--- src/sv/cic_decimator_assert.svh ---
// Assertion macros used by the decimator RTL.
`ifndef CIC_DECIMATOR_ASSERT_SVH
`define CIC_DECIMATOR_ASSERT_SVH

// Condition must never hold at a clock edge outside reset.
`define CIC_ASSERT_NEVER(label, cond, msg) \
  label: assert property (@(posedge clk_i) disable iff (!rst_ni) !(cond)) else $error(msg);

// Antecedent at an edge requires the consequent at the same edge.
`define CIC_ASSERT_IMPLIES(label, ante, cons, msg) \
  label: assert property (@(posedge clk_i) disable iff (!rst_ni) (ante) |-> (cons)) \
    else $error(msg);

`endif

--- src/sv/cic_pkg.sv ---
// Shared types and constants of the CIC decimator.
`timescale 1ns / 1ps
package cic_pkg;

  localparam int unsigned SAMPLE_W = 16;
  localparam int unsigned ACC_W    = 32;
  localparam int unsigned SHIFT_W  = 5;

  localparam logic [SHIFT_W-1:0] SHIFT_RESET = 5'd10;

  // Queue slots beyond the integrator pipeline depth.
  localparam int unsigned QUEUE_SLACK = 4;

  localparam logic signed [ACC_W-1:0] SAT_MAX = 32'sd32767;
  localparam logic signed [ACC_W-1:0] SAT_MIN = -32'sd32768;

  typedef struct packed {
    logic empty;
    logic full;
  } fifo_status_t;

endpackage

--- src/sv/cic_decimator.sv ---
// An accepted sample whose phase emits passes through ORDER integrator stages, the queue,
// ORDER comb stages, the scaling register and the output register.
// Throughput: one sample per cycle; the integrator chain adds one stage per cycle and input
// ready drops only while the queue of ORDER+4 decimated sums holds 4 or more from a stalled output.
// Reset (async, active low): integrators, comb delays and queue cleared, phase loaded with
// DECIMATION, shift_q set to 10.
`timescale 1ns / 1ps
`include "cic_decimator_assert.svh"
module cic_decimator #(
  parameter int unsigned ORDER      = 4,
  parameter int unsigned DECIMATION = 5
) (
  input  logic                                clk_i,
  input  logic                                rst_ni,
  input  logic                                in_valid_i,
  output logic                                in_ready_o,
  input  logic signed [cic_pkg::SAMPLE_W-1:0] sample_in_i,
  output logic                                out_valid_o,
  input  logic                                out_ready_i,
  output logic signed [cic_pkg::SAMPLE_W-1:0] sample_out_o,
  input  logic                                cfg_we_i,
  input  logic        [cic_pkg::SHIFT_W-1:0]  cfg_wdata_i
);
  import cic_pkg::*;

  localparam int unsigned DEPTH = ORDER + QUEUE_SLACK;
  localparam int unsigned CNT_W = $clog2(DEPTH + 1);
  // Room for every sum still in the integrator pipeline plus the new one.
  localparam logic [CNT_W-1:0] READY_LIMIT = CNT_W'(DEPTH - ORDER);

  logic [SHIFT_W-1:0] shift_q;
  logic               accept;
  logic               push;
  logic [ACC_W-1:0]   push_data;
  logic               pop;
  logic [ACC_W-1:0]   head;
  logic [CNT_W-1:0]   count;
  fifo_status_t       status;

  always_ff @(posedge clk_i or negedge rst_ni) begin
    if (!rst_ni) begin
      shift_q <= SHIFT_RESET;
    end else if (cfg_we_i) begin
      shift_q <= cfg_wdata_i;
    end
  end

  assign in_ready_o = (count < READY_LIMIT);
  assign accept     = in_valid_i && in_ready_o;

  cic_front #(
    .ORDER      (ORDER),
    .DECIMATION (DECIMATION)
  ) u_front (
    .clk_i       (clk_i),
    .rst_ni      (rst_ni),
    .accept_i    (accept),
    .sample_i    (sample_in_i),
    .push_o      (push),
    .push_data_o (push_data)
  );

  cic_fifo #(
    .DEPTH (DEPTH),
    .CNT_W (CNT_W)
  ) u_fifo (
    .clk_i       (clk_i),
    .rst_ni      (rst_ni),
    .push_i      (push),
    .push_data_i (push_data),
    .pop_i       (pop),
    .head_o      (head),
    .count_o     (count),
    .status_o    (status)
  );

  cic_back #(
    .ORDER (ORDER)
  ) u_back (
    .clk_i       (clk_i),
    .rst_ni      (rst_ni),
    .head_i      (head),
    .status_i    (status),
    .shift_i     (shift_q),
    .pop_o       (pop),
    .out_valid_o (out_valid_o),
    .out_ready_i (out_ready_i),
    .sample_o    (sample_out_o)
  );

  `CIC_ASSERT_NEVER(a_no_push_full, push && status.full && !pop, "queue overflow")
  `CIC_ASSERT_NEVER(a_no_pop_empty, pop && status.empty, "queue underflow")
  `CIC_ASSERT_IMPLIES(a_stall_no_pop, out_valid_o && !out_ready_i, !pop, "pop while stalled")

endmodule

--- src/sv/cic_front.sv ---
// Integrator pipeline and decimation phase counter.
`timescale 1ns / 1ps
module cic_front #(
  parameter int unsigned ORDER      = 4,
  parameter int unsigned DECIMATION = 5
) (
  input  logic                                clk_i,
  input  logic                                rst_ni,
  input  logic                                accept_i,
  input  logic signed [cic_pkg::SAMPLE_W-1:0] sample_i,
  output logic                                push_o,
  output logic        [cic_pkg::ACC_W-1:0]    push_data_o
);
  import cic_pkg::*;

  localparam int unsigned PHASE_W = $clog2(DECIMATION + 1);
  localparam logic [PHASE_W-1:0] PHASE_LOAD = PHASE_W'(DECIMATION);
  localparam logic [PHASE_W-1:0] PHASE_ONE  = PHASE_W'(1);

  logic [ACC_W-1:0]   sum_q [ORDER];
  logic [ORDER-1:0]   vld_q;
  logic [ORDER-1:0]   dec_q;
  logic [PHASE_W-1:0] phase_q, phase_d;
  logic               dec_now;
  logic [ACC_W-1:0]   sample_ext;

  assign sample_ext = {{(ACC_W - SAMPLE_W){sample_i[SAMPLE_W-1]}}, sample_i};
  // A count of zero behaves like one: emit and reload.
  assign dec_now    = (phase_q <= PHASE_ONE);

  always_comb begin
    phase_d = phase_q;
    if (accept_i) begin
      phase_d = dec_now ? PHASE_LOAD : phase_q - PHASE_ONE;
    end
  end

  always_ff @(posedge clk_i or negedge rst_ni) begin
    if (!rst_ni) begin
      phase_q <= PHASE_LOAD;
      vld_q   <= '0;
      dec_q   <= '0;
      for (int i = 0; i < ORDER; i++) begin
        sum_q[i] <= '0;
      end
    end else begin
      phase_q  <= phase_d;
      vld_q[0] <= accept_i;
      dec_q[0] <= accept_i && dec_now;
      if (accept_i) begin
        sum_q[0] <= sum_q[0] + sample_ext;
      end
      // Each stage adds the freshly updated sum of the stage before it.
      for (int i = 1; i < ORDER; i++) begin
        vld_q[i] <= vld_q[i-1];
        dec_q[i] <= dec_q[i-1];
        if (vld_q[i-1]) begin
          sum_q[i] <= sum_q[i] + sum_q[i-1];
        end
      end
    end
  end

  assign push_o      = vld_q[ORDER-1] && dec_q[ORDER-1];
  assign push_data_o = sum_q[ORDER-1];

endmodule

--- src/sv/cic_fifo.sv ---
// Queue of decimated integrator sums between front and back.
`timescale 1ns / 1ps
module cic_fifo #(
  parameter int unsigned DEPTH = 8,
  parameter int unsigned CNT_W = 4
) (
  input  logic                         clk_i,
  input  logic                         rst_ni,
  input  logic                         push_i,
  input  logic [cic_pkg::ACC_W-1:0]    push_data_i,
  input  logic                         pop_i,
  output logic [cic_pkg::ACC_W-1:0]    head_o,
  output logic [CNT_W-1:0]             count_o,
  output cic_pkg::fifo_status_t        status_o
);
  import cic_pkg::*;

  localparam int unsigned PTR_W = $clog2(DEPTH);
  localparam logic [PTR_W-1:0] PTR_LAST = PTR_W'(DEPTH - 1);
  localparam logic [PTR_W-1:0] PTR_ONE  = PTR_W'(1);
  localparam logic [CNT_W-1:0] CNT_ONE  = CNT_W'(1);
  localparam logic [CNT_W-1:0] CNT_FULL = CNT_W'(DEPTH);

  logic [ACC_W-1:0] mem_q [DEPTH];
  logic [PTR_W-1:0] wr_q, rd_q;
  logic [CNT_W-1:0] cnt_q;

  always_ff @(posedge clk_i) begin
    if (push_i) begin
      mem_q[wr_q] <= push_data_i;
    end
  end

  always_ff @(posedge clk_i or negedge rst_ni) begin
    if (!rst_ni) begin
      wr_q  <= '0;
      rd_q  <= '0;
      cnt_q <= '0;
    end else begin
      if (push_i) begin
        wr_q <= (wr_q == PTR_LAST) ? '0 : wr_q + PTR_ONE;
      end
      if (pop_i) begin
        rd_q <= (rd_q == PTR_LAST) ? '0 : rd_q + PTR_ONE;
      end
      case ({push_i, pop_i})
        2'b10:   cnt_q <= cnt_q + CNT_ONE;
        2'b01:   cnt_q <= cnt_q - CNT_ONE;
        default: cnt_q <= cnt_q;
      endcase
    end
  end

  assign head_o         = mem_q[rd_q];
  assign count_o        = cnt_q;
  assign status_o.empty = (cnt_q == '0);
  assign status_o.full  = (cnt_q == CNT_FULL);

endmodule

--- src/sv/cic_back.sv ---
// Comb pipeline, scaling toward zero, saturation and output register.
`timescale 1ns / 1ps
module cic_back #(
  parameter int unsigned ORDER = 4
) (
  input  logic                                clk_i,
  input  logic                                rst_ni,
  input  logic        [cic_pkg::ACC_W-1:0]    head_i,
  input  cic_pkg::fifo_status_t               status_i,
  input  logic        [cic_pkg::SHIFT_W-1:0]  shift_i,
  output logic                                pop_o,
  output logic                                out_valid_o,
  input  logic                                out_ready_i,
  output logic signed [cic_pkg::SAMPLE_W-1:0] sample_o
);
  import cic_pkg::*;

  logic [ACC_W-1:0]          c_q   [ORDER];
  logic [ACC_W-1:0]          dly_q [ORDER];
  logic [ACC_W-1:0]          cin   [ORDER];
  logic [ORDER-1:0]          cv_q;
  logic [ORDER-1:0]          cin_v;
  logic                      en;
  logic                      sv_q;
  logic signed [ACC_W-1:0]   sc_q;
  logic signed [ACC_W-1:0]   comb_out;
  logic        [ACC_W-1:0]   bias;
  logic signed [ACC_W:0]     biased;
  logic signed [ACC_W:0]     shifted;
  logic                      ov_q;
  logic signed [SAMPLE_W-1:0] od_q;
  logic signed [SAMPLE_W-1:0] sat;

  // Advance the whole back pipeline only when the output slot frees up.
  assign en    = !ov_q || out_ready_i;
  assign pop_o = en && !status_i.empty;

  always_comb begin
    cin[0]   = head_i;
    cin_v[0] = !status_i.empty;
    for (int s = 1; s < ORDER; s++) begin
      cin[s]   = c_q[s-1];
      cin_v[s] = cv_q[s-1];
    end
  end

  // Negative values get 2^shift-1 added so the arithmetic shift truncates toward zero.
  assign comb_out = $signed(c_q[ORDER-1]);
  assign bias     = comb_out[ACC_W-1] ? ((ACC_W'(1) << shift_i) - ACC_W'(1)) : '0;
  assign biased   = $signed({comb_out[ACC_W-1], comb_out}) + $signed({1'b0, bias});
  assign shifted  = biased >>> shift_i;

  always_comb begin
    if (sc_q > SAT_MAX) begin
      sat = SAT_MAX[SAMPLE_W-1:0];
    end else if (sc_q < SAT_MIN) begin
      sat = SAT_MIN[SAMPLE_W-1:0];
    end else begin
      sat = sc_q[SAMPLE_W-1:0];
    end
  end

  always_ff @(posedge clk_i or negedge rst_ni) begin
    if (!rst_ni) begin
      cv_q <= '0;
      sv_q <= 1'b0;
      ov_q <= 1'b0;
      for (int s = 0; s < ORDER; s++) begin
        dly_q[s] <= '0;
      end
    end else if (en) begin
      cv_q <= cin_v;
      sv_q <= cv_q[ORDER-1];
      ov_q <= sv_q;
      for (int s = 0; s < ORDER; s++) begin
        if (cin_v[s]) begin
          dly_q[s] <= cin[s];
        end
      end
    end
  end

  always_ff @(posedge clk_i) begin
    if (en) begin
      for (int s = 0; s < ORDER; s++) begin
        if (cin_v[s]) begin
          c_q[s] <= cin[s] - dly_q[s];
        end
      end
      sc_q <= shifted[ACC_W-1:0];
      od_q <= sat;
    end
  end

  assign out_valid_o = ov_q;
  assign sample_o    = od_q;

endmodule

--- config.mk ---
export PLATFORM = sky130hd
export DESIGN_NAME = cic_decimator
export DESIGN_NICKNAME = d
export VERILOG_FILES = /design/src/sv/cic_pkg.sv /design/src/sv/cic_decimator.sv /design/src/sv/cic_front.sv /design/src/sv/cic_fifo.sv /design/src/sv/cic_back.sv
export VERILOG_INCLUDE_DIRS = /design/src /design/src/sv
export SDC_FILE = /design/constraint.sdc
export NUM_CORES = 2
export LEC_CHECK = 0
export BUFFER_PORTS_ARGS = -buffer_cell sky130_fd_sc_hd__buf_2
export CAP_MARGIN = 20
export CORE_ASPECT_RATIO = 0.7
export CORE_MARGIN = 5
export CORE_UTILIZATION = 40
export DETAILED_ROUTE_END_ITERATION = 12
export HOLD_SLACK_MARGIN = 0.12
export PLACE_DENSITY = 0.61
export REMOVE_ABC_BUFFERS = 1
export SYNTH_ARGS = -nofsm -noshare
export SYNTH_HDL_FRONTEND = slang
export SYNTH_SLANG_ARGS = --single-unit
--- constraint.sdc ---
create_clock -name clk_i -period 6.5 [get_ports clk_i]
set_input_delay 0.325 -clock clk_i [delete_from_list [all_inputs] [get_ports clk_i]]
set_output_delay 0.325 -clock clk_i [all_outputs]
set_load 0.01 [all_outputs]
# Word-level counts from Yosys, hierarchy flattened
# Memories as Yosys holds them, arrays and structs flattened.
# Cells that the tools add are included.
[word_totals]
regBits = 336
mem_bits_rw = 384
input_bits = 26
out_inout_bits = 18
word_cells = 81
n_memories = 2
[op_classes]
add_sub_neg = 15
magnitude_cmp = 4
eq_ne = 4
n_shift = 2
mux = 20
n_bitwise = 1
reduce_logical = 13
[memory_table]
columns = ["memory", "words", "word_bits", "read_ports", "rd_ports_with_merged_regs", "write_ports", "line", "source"]
rows = [
  ["u_fifo.mem_q", 8, 32, 1, 0, 1, "cic_fifo.sv:24", "logic [ACC_W-1:0] mem_q [DEPTH];"],
  ["u_back.c_q", 4, 32, 4, 0, 4, "cic_back.sv:18", "logic [ACC_W-1:0] c_q [ORDER];"],
]
[ops]
columns = ["op", "count"]
rows = [
  ["$add 32x32->32", 4],
  ["$sub 32x32->32", 4],
  ["$add 32x33->33", 1],
  ["$sshr 33x5->32", 1],
  ["$gt 32x16->1 const B", 1],
  ["$lt 32x16->1 const B", 1],
  ["$mux 32", 1],
  ["$shl 1x5->32 const A", 1],
  ["$sub 32x1->32 const B", 1],
  ["$mux 16", 1],
  ["$mux 1", 14],
  ["$mux 3", 3],
  ["$pmux 4 s2", 1],
  ["$reduce_and 2->1", 4],
  ["$add 3x1->3 const B", 2],
  ["$eq 3x3->1 const B", 2],
  ["$add 4x1->4 const B", 1],
  ["$logic_and 1x1->1", 4],
  ["$logic_not 4->1", 1],
  ["$lt 4x3->1 const B", 1],
  ["$sub 4x1->4 const B", 1],
  ["$le 3x1->1 const B", 1],
  ["$sub 3x1->3 const B", 1],
  ["$eq 2x1->1 const B", 1],
  ["5 further kinds", 6],
]

# Depth between registers and ports, before layout
[depth]
word_depth = 5
depth_mapped = 24
depth_no_buf = 22

# Cells and area by module
# A second synthesis with hierarchy kept.
[unflattened]
hier_cells = 3834
area_unflattened_um2 = 42539.5
[modules_own_cells]
columns = ["mod", "n_inst", "cells_each", "area_per_inst_um2", "seq_area_each_um2"]
rows = [
  ["cic_back", 1, 2177, 20619.8, 8638.3],
  ["cic_front", 1, 1217, 11508.5, 3480.8],
  ["cic_fifo", 1, 428, 10216.0, 7937.6],
  ["cic_decimator", 1, 12, 195.2, 127.6],
]

# Least setup slack after synthesis
# OpenSTA, ideal clock, no wires.
[synth_path]
kind = "reg-to-reg"
from = "register shift_q[0]"
to = "register u_back.sc_q[18] (data pin)"
t_arrival_ns = 5.063
t_required_ns = 6.241
slack_ns = 1.179
stages_incl_launch_ff = 24
n_path_buf = 4
cell_sequence = "dfrtp_1 clkbuf_1 clkbuf_1 clkbuf_1 nor2_1 nand2_1 ha_1 clkbuf_1 nor2_1 a32oi_1 nor2_1 o21a_1 ha_1 nand2_1 a21oi_1 nor2b_1 a2111o_1 a211o_4 a211oi_4 a311oi_2 mux2_4 o21a_1 o211a_1 a211o_1"
[synth_between]
elab_chain_len = 5
[synth_lines]
columns = ["item", "line", "source"]
rows = [
  ["start, declared", "cic_decimator.sv:31", "logic [SHIFT_W-1:0] shift_q;"],
  ["start signal, assigned", "cic_decimator.sv:44", "shift_q <= cfg_wdata_i;"],
  ["$shl 1x5->32", "cic_back.sv:49", "assign bias = comb_out[ACC_W-1] ? ((ACC_W'(1) << shift_i) - ACC_W'(1)) : '0;"],
  ["$sub 32x1->32", "cic_back.sv:49", ""],
  ["$mux 32", "cic_back.sv:49", ""],
  ["$add 32x33->33", "cic_back.sv:50", "assign biased = $signed({comb_out[ACC_W-1], comb_out}) + $signed({1'b0, bias});"],
  ["$sshr 33x5->32 (*)", "cic_back.sv:51", "assign shifted = biased >>> shift_i;"],
  ["net u_back.shifted[18]", "cic_back.sv:29", "logic signed [ACC_W:0] shifted;"],
  ["end signal, assigned", "cic_back.sv:90", "sc_q <= shifted[ACC_W-1:0];"],
  ["end, declared", "cic_back.sv:25", "logic signed [ACC_W-1:0] sc_q;"],
]
# The timed path passes the listed nets; every way through them passes the cells marked *.
# A chain may end at the register's enable or synchronous reset.

# Final worst setup path
[layout_path]
from = "register shift_q[1]"
to = "register u_back.sc_q[22] (data pin)"
# The elaborated chain is that of the path after synthesis.

==> results.md <==
* Outcome: complete, no violations
* Critical path fanouts, max at 19
* Top cell type's share of synthesized area at 31.2%
* Tcrit/Tclk final at 92.7%
* Skew-Pair Late Insertion Delay at 0.66 ns
* CTS tree: done
* Residual DRC at 0
* ANT cells at 0
* Number of global-route vias before repair at 28,100
* CP bufs+invs at 2
* Worst-Margin Slew at 1.11 ns
* GRT met3 Usage at 2.89%
* FF+latch count, synth at 720
* RSZ-0062 raised after global routing: false
* CP top delay family: compound AO/OA/AOI/OAI gates
* R2R cell count at 22
* Global placer's final weighted congestion at 0.900
* Congestion Overflow GR at 0
* Layout cells sized above 1 at 11.8%
* Post-synth top cells: edfxtp_1 (432), nand2_1 (333), o21ai_0 (290), ha_1 (288), dfrtp_1 (284)
* Pre-antenna DRT Iters at 6
* Cells after DPL at 5,100
* Synth area leaders: edfxtp_1 (31%), dfrtp_1 (17%), ha_1 (8.7%)
* Seq/Total Area, Yosys at 48.5%
* Die Span X at 395 um
* Fin crit period at 6.03 ns
* Area growth from synthesis to layout at 11.3%
* Top-count cell post-synth: edfxtp_1
* Non-Filler Instances at 5,260
* Worst Skew at 0.0505 ns
* Post-CTS resize count at 0
* Final Max Tran Viols at 0
* Seq. cell area at 20,200 um2
* Post-synth EDFFs at 432
* Post-synth top flop: edfxtp_1
* Die Ht at 280 um
* Syn. warnings at 0
* Max Cap Violations at 0
* Element type at the critical path end: flip-flop
* CP peak stage delay at 0.80 ns
* Sink Count at 720
* Worst Hold Depth at 4
* CTS Buffer Depth at 3
* Top-level I/O count at 44
* TritonCTS Buffers at 76
* GRT Resource Usage Total at 16.2%
* CP max-delay cell: dfstp_2
* First-pass GRT wire length at 149 mm
* Cell count after synthesis at 3,773
* Met2 usage at 25.3%
* Critical R2R Capture: u_back.sc_q[22]
* Gr busiest metal: met2
* Multi-input logic area at 20,200 um2
* Routed Antenna Nets at 0
* Async S/R FF share, synth at 40.0%
* Number of I/O port buffers at 43
* Initial Util at 40.1%
* Crit path depth at 22
* Total core area at 104,000 um2
* Largest net degree at the start of global routing at 163
* Met1 GRT Util at 23.7%
* Final hold vios at 0
* Synth area leader: edfxtp_1
* Crit path arrival time at 6.43 ns
* Worst r2r src: shift_q[1]
* DR iter-0 viols at 2,304
* Clock-pin transition on the worst setup and hold timing paths at 0.06 ns
* Antenna violations before repair at 0
* Drt wl/cell at 17.0 um
* Nets at 4,159
* Hold Startpoint: sample_in_i[2]
* Row count at 99
* Data required, critical path at 6.90 ns
* Post-synthesis cell type count at 90
* Die ar. at 111,000 um2
* Total vias in the final route at 28,600
* Syn_area_per_cell at 11.0 um2
* DR vias/cell at 5.43
* Root Driver: clkbuf_16
* CP startpoint kind: flip-flop
* CTS H-tree depth at 3
* HP Class: in -> reg
* Crit-path cells: inv_2 > nand2_1 > nor2_1 > nand2_1 > ha_1 > inv_1 > nor2_1 > a31oi_1 > o22ai_1 > and2_1 > ha_1 > o21a_1 > o31a_2 > o311ai_2 > a2111o_1 > a211o_4 > a21oi_2 > o311ai_1 > mux2_2 > mux2i_2 > nor3_1 > or3_1
* Setup violations, final at 0
* R2R setup slack at 0.47 ns
* End of the worst hold path: u_front.sum_q[98]
* Cell Area, Synth at 41,600 um2
* Fillcell total at 9,429
* Final WL at 89.3 mm
* F_max at 166 MHz
* Critical path class: reg -> reg
* Slew margin rel. at 26.0%
* HPWL Detailed at 62.7 mm
[flip-flops by register name, indices dropped and copies added, names as in the netlist]
register,count
u_front.phase_q,3
u_fifo.wr_q,3
u_front.vld_q,4
u_fifo.mem_q,256
u_front.dec_q,4
u_back.out_valid_o,1
shift_q,5
u_back.cv_q,4
u_fifo.rd_q,3
u_front.sum_q,96
u_back.sample_o,16
u_back.sv_q,1
u_fifo.count_o,4
u_front.push_data_o,32
u_back.dly_q,128
u_back.c_q,128
u_back.sc_q,32
[timing repair]
item | CTS | global route
endpoints found under the hold margin | 88 | 0
buffers inserted | 0 | 0
hold buffers | 19 | 0
[through the flow]
step                      setup slack, ns  area, um2  TNS, ns  utilization (%)  hold slack (ns)
final                               0.473      46300        0             44.6            0.188
after global routing                0.115      46300        0             44.6            0.177
after CTS                           0.650      46300        0             44.6            0.124
after detailed placement            0.666      43500        0             41.9            0.336
after global placement              0.753      43500        0             41.9            0.332
after floorplan                   -0.0106      41100  -0.0106                -           0.0294
[how the worst max path moves through the flow]
stage | startpoint | endpoint
global placement | shift_q[1] | u_back.sc_q[22]
finish | shift_q[1] | u_back.sc_q[22]
floorplan | shift_q[2] | u_back.sc_q[18]
global route | shift_q[1] | u_back.sc_q[17]
detailed placement | shift_q[1] | u_back.sc_q[22]
CTS | shift_q[1] | u_back.sc_q[22]
[routing by layer]
layer / vias up / wire length, um
li1: 14100 / -
met1: 13700 / 44000
met2: 630 / 38800
met3: 152 / 4570
met4: 0 / 1930
met5: - / 0
[worst register-to-register path, delay by kind of cell (launching register included)]
kind / cells / cell delay, ns
AND/OR/NAND/NOR: 7 / 1.10
flip-flops: 1 / 0.80
buffers and inverters: 2 / 0.32
adder cells (fa/ha/maj): 2 / 0.72
AO/OA/AOI/OAI: 9 / 2.07
multiplexers: 2 / 0.77
[final cells by class]
cell class,count,share of cell area (%)
clock inverter,51,1.32
tap,1363,3.68
multi-input combinational,2718,43.7
timing repair buffer,108,1.71
inverter,211,1.71
clock buffer,89,4.30
sequential,720,43.6
[layout by cell type, fill, tap and decap left out, types with 55 or more instances in the layout]
master,synthesis,final
clkbuf_16,0,77
o21a_1,77,77
a21oi_1,232,232
nand3_1,67,67
nor2_1,209,206
edfxtp_1,432,432
nor3_1,59,55
a21o_1,130,130
xnor2_1,168,168
mux4_2,69,69
mux2_2,126,126
nand2_1,333,332
xor2_1,76,76
dfrtp_1,284,282
inv_1,209,205
ha_1,288,288
o21ai_0,290,290
[kinds of logic after synthesis]
| logic type | count (synthesis) | share of synthesized area (%) |
|---|---|---|
| AO/OA/AOI/OAI | 1042 | 16.1 |
| XOR/XNOR | 244 | 5.14 |
| adder cells (fa/ha/maj) | 298 | 9.15 |
| buffers and inverters | 335 | 3.03 |
| flip-flops | 720 | 48.5 |
| multiplexers | 221 | 7.83 |
| AND/OR/NAND/NOR | 913 | 10.2 |
Power is left out: the tool's default activity adds up to more than one toggle a clock period on the data nets, which glitch-free logic cannot reach.
